**src/sv/depth_grid_triangulator_defines.svh**
```systemverilog
// ----------------------------------------------------------------------------
// Assertion macros for the depth grid triangulator
// Concurrent checks clocked on clk_i and disabled while rst_ni is low.
// ----------------------------------------------------------------------------
`ifndef DEPTH_GRID_TRIANGULATOR_DEFINES_SVH
`define DEPTH_GRID_TRIANGULATOR_DEFINES_SVH

// Condition must hold at every clock edge
`define DGT_ASSERT_ALWAYS(label, cond, msg) \
  label: assert property (@(posedge clk_i) disable iff (!rst_ni) (cond)) else $error(msg);

// Consequent must hold in the same cycle as the antecedent
`define DGT_ASSERT_NOW(label, ante, cons, msg) \
  label: assert property (@(posedge clk_i) disable iff (!rst_ni) (ante) |-> (cons)) \
    else $error(msg);

// Consequent must hold in the cycle after the antecedent
`define DGT_ASSERT_NEXT(label, ante, cons, msg) \
  label: assert property (@(posedge clk_i) disable iff (!rst_ni) (ante) |=> (cons)) \
    else $error(msg);

`endif

```
**src/sv/dgt_pkg.sv**
```systemverilog
// ----------------------------------------------------------------------------
// dgt_pkg
// Shared types and constants of the depth grid triangulator.
// ----------------------------------------------------------------------------
`timescale 1ns / 1ps

package dgt_pkg;

  // Image geometry limits
  localparam int unsigned MAX_WIDTH  = 320;
  localparam int unsigned MAX_HEIGHT = 240;

  // Field widths
  localparam int unsigned COL_W   = 9;
  localparam int unsigned ROW_W   = 8;
  localparam int unsigned DEPTH_W = 16;
  localparam int unsigned IDX_W   = 17;
  localparam int unsigned FACE_W  = 18;

  // Results one pixel can cause: pixel record and at most two triangles
  localparam int unsigned MAX_RESULTS = 3;

  // Register reset values
  localparam int unsigned DEPTH_FULL_SCALE = 65535;
  localparam logic [COL_W-1:0]   WIDTH_RST  = COL_W'(MAX_WIDTH);
  localparam logic [ROW_W-1:0]   HEIGHT_RST = ROW_W'(MAX_HEIGHT);
  localparam logic [DEPTH_W-1:0] LIMIT_RST  = DEPTH_W'(DEPTH_FULL_SCALE / 10);

  // Configuration register indexes
  typedef enum logic [1:0] {
    REG_WIDTH  = 2'd0,
    REG_HEIGHT = 2'd1,
    REG_LIMIT  = 2'd2
  } cfg_reg_e;

  // Result kinds
  typedef enum logic [0:0] {
    KIND_PIXEL = 1'b0,
    KIND_TRI   = 1'b1
  } kind_e;

  // One row store entry: vertex flag and vertex number
  typedef struct packed {
    logic             valid;
    logic [IDX_W-1:0] num;
  } entry_t;

  // One result item
  typedef struct packed {
    kind_e              kind;
    logic               vertex_valid;
    logic [COL_W-1:0]   col;
    logic [ROW_W-1:0]   row;
    logic [DEPTH_W-1:0] depth_out;
    logic [IDX_W-1:0]   index_a;
    logic [IDX_W-1:0]   index_b;
    logic [IDX_W-1:0]   index_c;
    logic [IDX_W-1:0]   vertex_total;
    logic [FACE_W-1:0]  face_total;
    logic               last_of_item;
    logic               frame_done;
  } rec_t;

  // Control shared by all cells of the result chain
  typedef struct packed {
    logic load;
    logic shift;
  } cell_ctl_t;

endpackage

```
**src/sv/dgt_cell.sv**
```systemverilog
// ----------------------------------------------------------------------------
// dgt_cell
// One slot of the result chain: loads a result, takes its neighbour's, or holds.
// ----------------------------------------------------------------------------
`timescale 1ns / 1ps

module dgt_cell (
  input  logic                clk_i,
  input  logic                rst_ni,
  input  dgt_pkg::cell_ctl_t  ctl_i,
  input  logic                load_valid_i,
  input  dgt_pkg::rec_t       load_rec_i,
  input  logic                next_valid_i,
  input  dgt_pkg::rec_t       next_rec_i,
  output logic                valid_o,
  output dgt_pkg::rec_t       rec_o
);

  logic          valid_d, valid_q;
  dgt_pkg::rec_t rec_d, rec_q;

  // Load a fresh result, take the neighbour's, or hold
  always_comb begin
    valid_d = valid_q;
    rec_d   = rec_q;
    if (ctl_i.load) begin
      valid_d = load_valid_i;
      rec_d   = load_rec_i;
    end else if (ctl_i.shift) begin
      valid_d = next_valid_i;
      rec_d   = next_rec_i;
    end
  end

  always_ff @(posedge clk_i or negedge rst_ni) begin
    if (!rst_ni) begin
      valid_q <= 1'b0;
    end else begin
      valid_q <= valid_d;
    end
  end

  always_ff @(posedge clk_i) begin
    rec_q <= rec_d;
  end

  assign valid_o = valid_q;
  assign rec_o   = rec_q;

endmodule

```
**config.mk**
```make
export PLATFORM = sky130hd
export DESIGN_NAME = dgt_cell
export DESIGN_NICKNAME = d
export VERILOG_FILES = /design/src/sv/depth_grid_triangulator_defines.svh /design/src/sv/dgt_pkg.sv /design/src/sv/dgt_cell.sv
export SDC_FILE = /design/constraint.sdc
export NUM_CORES = 1
export LEC_CHECK = 0
export BUFFER_PORTS_ARGS = -buffer_cell sky130_fd_sc_hd__buf_2
export CAP_MARGIN = 0
export CORE_AREA = 3 3 143 145
export DETAILED_ROUTE_END_ITERATION = 7
export DIE_AREA = 0 0 146 148
export HOLD_SLACK_MARGIN = 0.15
export PLACE_DENSITY = 0.68
export SYNTH_ARGS = -nofsm -noshare
export SYNTH_HDL_FRONTEND = slang
export SYNTH_SLANG_ARGS = --single-unit
```
**constraint.sdc**
```tcl
create_clock -name clk_i -period 1.6 [get_ports clk_i]
set_input_delay 0.32 -clock clk_i [delete_from_list [all_inputs] [get_ports clk_i]]
set_output_delay 0.32 -clock clk_i [all_outputs]
set_load 0.02 [all_outputs]
```
# Word-level counts from Yosys, hierarchy flattened
# Cells that the tools add are included.
# totals
ff_bits	124
latchBits	0
mem_bits_rw	0
rom_bits	0
elab_cells	18
mem_count	0
# op_classes
addsub	0
mul	0
div_mod_pow	0
magnitude_cmp	0
eq_ne	0
shift	0
n_mux	4
n_bitwise	0
n_reduce_logical	1
# op_table
cell	n
$mux W123	2
$mux W1	2
$reduce_bool A2 Y1	1

# Logic depth before layout (Yosys ltp)
# depth
depth_word	2
ltp_mapped	5

# Least setup slack after synthesis
# Ideal clock, no wire load.
# synth_timing
kind	input -> register
start	input port ctl_i[1] in the netlist's numbering
end	register rec_q (netlist bit rec_o[0]) (enable)
setup_time_ns	0.430
arrival_ns	2.250
required_time_ns	1.170
setup_slack_ns	-1.080
stages	4
path_buffers	3
cell_sequence	buf_6 buf_6 buf_6 or2_2
# synth_via
elab_chain_cells	1
# synth_rtl
item	line_no	source
start, declared	dgt_cell.sv:10	input dgt_pkg::cell_ctl_t ctl_i,
$reduce_bool A2 Y1 (no line)	-	
end signal, assigned	dgt_cell.sv:44	rec_q <= rec_d;
end, declared	dgt_cell.sv:20	dgt_pkg::rec_t rec_d, rec_q;
# No other way between the ends.
# A chain may end at the register's enable or synchronous reset.

# Worst setup path in the final report
# layout_timing
start	register rec_q (netlist bit rec_o[122])
end	output port rec_o[122] in the netlist's numbering
# layout_lines
item	line_no	source
end, declared	dgt_cell.sv:16	output dgt_pkg::rec_t rec_o
# No word-level cell between the ends.

==> results <==
- Derived from the worst setup path, the maximum achievable clock frequency is 0.761 GHz.
- Leaving out fill and tap cells, the most frequent cells in the layout are buf_2 (374), edfxtp_1 (123), mux2_2 (86).
- The startpoint identified for the worst register-to-register timing path is valid_o$_DFFE_PN0P_.
- The type of the worst min-delay path is input port to flip-flop.
- Overall power consumption after layout is estimated at roughly 10 mW.
- The worst setup path is of the flip-flop to output port kind.
- Entering global routing, the biggest net connects 62 pins.
- The transition time at the pin with the least slew margin is ~0.36 ns.
- Counting every net in the synthesized netlist gives ~520.
- The flow ran to the end, and the final reports show no timing, DRC or antenna violations.
- The top fanout value on the critical path is 1.
- IR analysis of the VDD net gives a maximum drop of 652 uV.
- In this design, the largest share of critical-path delay is due to flip-flops.
- The remaining design rule violation count is 0.
- After the first detailed-routing iteration, the DRC count stood at around 120.
- The worst register-to-register path has a setup slack of slightly below 0.9 ns.
- Setup slack closes at between 0.2 and 0.3 ns.
- The sink count of the clock tree is about 120.
- The number of antenna violations at the first check in global routing came to 0.
- The total area inside the core boundary comes to approximately 0.019 mm^2.
- The antenna cell count is 0.
- The final-report setup violation count is 0.
- The weighted congestion at the end of routability-driven global placement is roughly 0.79.
- The worst setup path is captured at an output port.
- The initial core utilization is 27.8%.
- The count of nets left with antenna violations once routing finished came out at 0.
- The H-tree generated during clock tree synthesis spans 4 levels.
- The number of buffers added for setup after CTS is 0.
- The number of distinct library cells after synthesis is 10.
- The max capacitance violation total is 0.
- A synthesized cell averages about 20 um^2.
- The critical path buffer and inverter count is 1.
- At the placement stage, the worst setup path has a slack of 0.133 ns.
- The horizontal die dimension is around 150 um.
- The combined global-route utilization of all metal layers is ~14%.
- The fraction of layout cells with a size suffix above 1 is 80.7%.
- The sort of element at the start of the critical path is a flip-flop.
- The number of global-route vias before repair is slightly above 4000.
- The leftover overflow at the end of global routing is 0.
- Synthesis produced ~270 cells.
- The routed design has about 15000 um of wire.
- Counting the buffers created by CTS gives 17.
- The clock passes through at most 2 buffers.
- The library cell used most frequently in the layout, excluding fill and tap cells, is buf_2.
- The first-pass GRT wire length is roughly 22000 um.
- The fraction of the core area covered by cells at the end of the flow is a little over two fifths.
- The minimum clock period is between 1 and 1.5 ns.
- Summed over all nets, the half-perimeter wirelength after detailed placement is about 12000 um.
- At the worst endpoint, the required time is about 1.3 ns.
- The die covers about 0.022 mm^2.
- Setup repair after global routing left no endpoint under its margin.
- The length of the first detailed-routing pass in iterations is 4.
- After clock tree synthesis, the clock-pin slew on the worst setup and hold paths is 0.06 ns.
- The vias per cell is slightly above 4.
- TritonCTS built the clock tree.
- The part of the cycle the worst path needs is slightly above 80%.
- In this run the cell area of the synthesized design comes to roughly 0.0054 mm^2.
- After filler insertion, the fill cell instance count of the layout stands at between 1500 and 2000.
- The worst register-to-register path ends at valid_o$_DFFE_PN0P_.
- In this run the power density over the cells is 1190 mW/mm^2.
- The worst slew margin relative to its limit is between 70% and 80%.
- The most critical setup path has its endpoint at rec_o[122].
- The via count is 3874.
- After detailed routing, the average wire length per cell comes to 16.0 um.
- The tree is rooted in a clkbuf_16.
- The arrival time reported for the critical path endpoint is ~1 ns.
- The final number of hold-violating endpoints was 0.
- In this run the vertical extent of the chip is approximately 150 um.
- The number of cells traversed by the worst register-to-register path is 2.
- The floorplan has 51 rows.
- The clock insertion delay at the later pin of the skew report is roughly 0.40 ns.
- The count of port buffers added during placement is roughly 380.
- The critical path's largest stage delay is ~0.4 ns.
- In this run the worst setup path begins at rec_o[122]$_DFFE_PP_.
- For this run, the post-layout net count is roughly 900.
- The I/O pin total is between 300 and 400.
- In this run the number of cells on the critical path is 1.
- The total count of max-transition violations in the final report is 0.
- In the final layout, the multi-input gates occupy approximately 0.0016 mm^2.
- Sequential elements use 69.2% of the synthesized area.
- The area added between synthesis and finish is 55.4%.
- The critical path's slowest cell is edfxtp_1.
- Summing all flip-flop and latch instances after layout gives between 0.003 and 0.004 mm^2.
- On the final layout, the worst clock skew is 0 ns.
- Traced cell by cell, the critical path runs through buf_2.
- Summed over all cells, the static leakage comes to about 3.8 nW.
- Counting flops and latches in the post-synthesis netlist gives 124.
- The number of synthesis warnings is 0.
==> synthesized netlist by cell type <==
| cell type | n | area, um^2 |
|---|---|---|
| buf_6 | 6 | 67.6 |
| mux2_4 | 37 | 556 |
| mux2_2 | 86 | 968 |
| buf_2 | 8 | 40.0 |
| or2_2 | 1 | 6.26 |
| edfxtp_1 | 123 | 3690 |
| nand2_1 | 1 | 3.75 |
| o21ai_0 | 1 | 5.00 |
| mux2i_1 | 1 | 10.0 |
| dfrtp_1 | 1 | 25.0 |
==> stage by stage <==
stage               cell area (um^2)  setup TNS (ns)  hold slack, ns  instances
global placement                7690               0          0.0962        910
global route                    8360               0           0.184        944
detailed placement              7690               0          0.0973        910
finish                          8360               0           0.211        944
CTS                             8360               0           0.186        944
floorplan                       5390          -53.66          0.0244        265
==> metal layers <==
metal,track usage [%],vias up,share of wire [%]
met5,0,-,0
met4,4.99,0,1.8
met3,5.92,17,10
met2,24.0,238,51
met1,14.6,1767,37
li1,-,1852,-
==> worst min path at each step <==
stage / startpoint / end / slack, ns / cells past startpoint
2_1_floorplan: rst_ni / valid_o$_DFFE_PN0P_ / 0.02 / 0
3_3_place_gp: rst_ni / valid_o$_DFFE_PN0P_ / 0.1 / 1
3_5_place_dp: rst_ni / valid_o$_DFFE_PN0P_ / 0.1 / 1
4_1_cts: next_rec_i[111] / rec_o[111]$_DFFE_PP_ / 0.19 / 2
5_1_grt: next_rec_i[113] / rec_o[113]$_DFFE_PP_ / 0.18 / 2
6_report: next_rec_i[105] / rec_o[105]$_DFFE_PP_ / 0.21 / 2
==> logic make-up (layout without fill, tap and decap cells) <==
logic type	after synthesis	after routing	synth area share, %
AOI/OAI and AO/OA	1	1	0.0930
buffers and inverters	14	428	2.00
muxes	124	124	28.5
DFF	124	124	69.2
and+or+nand+nor	2	2	0.186
==> registers in the layout (all words and copies together) (netlist names) <==
name,flops
valid_o,1
rec_o,123
==> timing repair <==
| action | in CTS | in global routing |
|---|---|---|
| endpoints found under the hold margin | 2 | 0 |
| hold buffers | 2 | 0 |
| gates resized for setup | 0 | 0 |
==> report_power, final <==
part	switching [mW]	internal, mW
registers	0.0842	3.99
logic	0.912	0.757
clock network	1.42	2.76
==> cell type report <==
type | count | share of cell area, %
Sequential cell | 124 | 44.5
Timing Repair Buffer | 396 | 25.2
Multi-Input combinational cell | 127 | 18.6
Clock buffer | 17 | 5.09
Tap cell | 265 | 3.97
Clock inverter | 15 | 2.64
No activity file was read; power rests on OpenSTA's default activity.
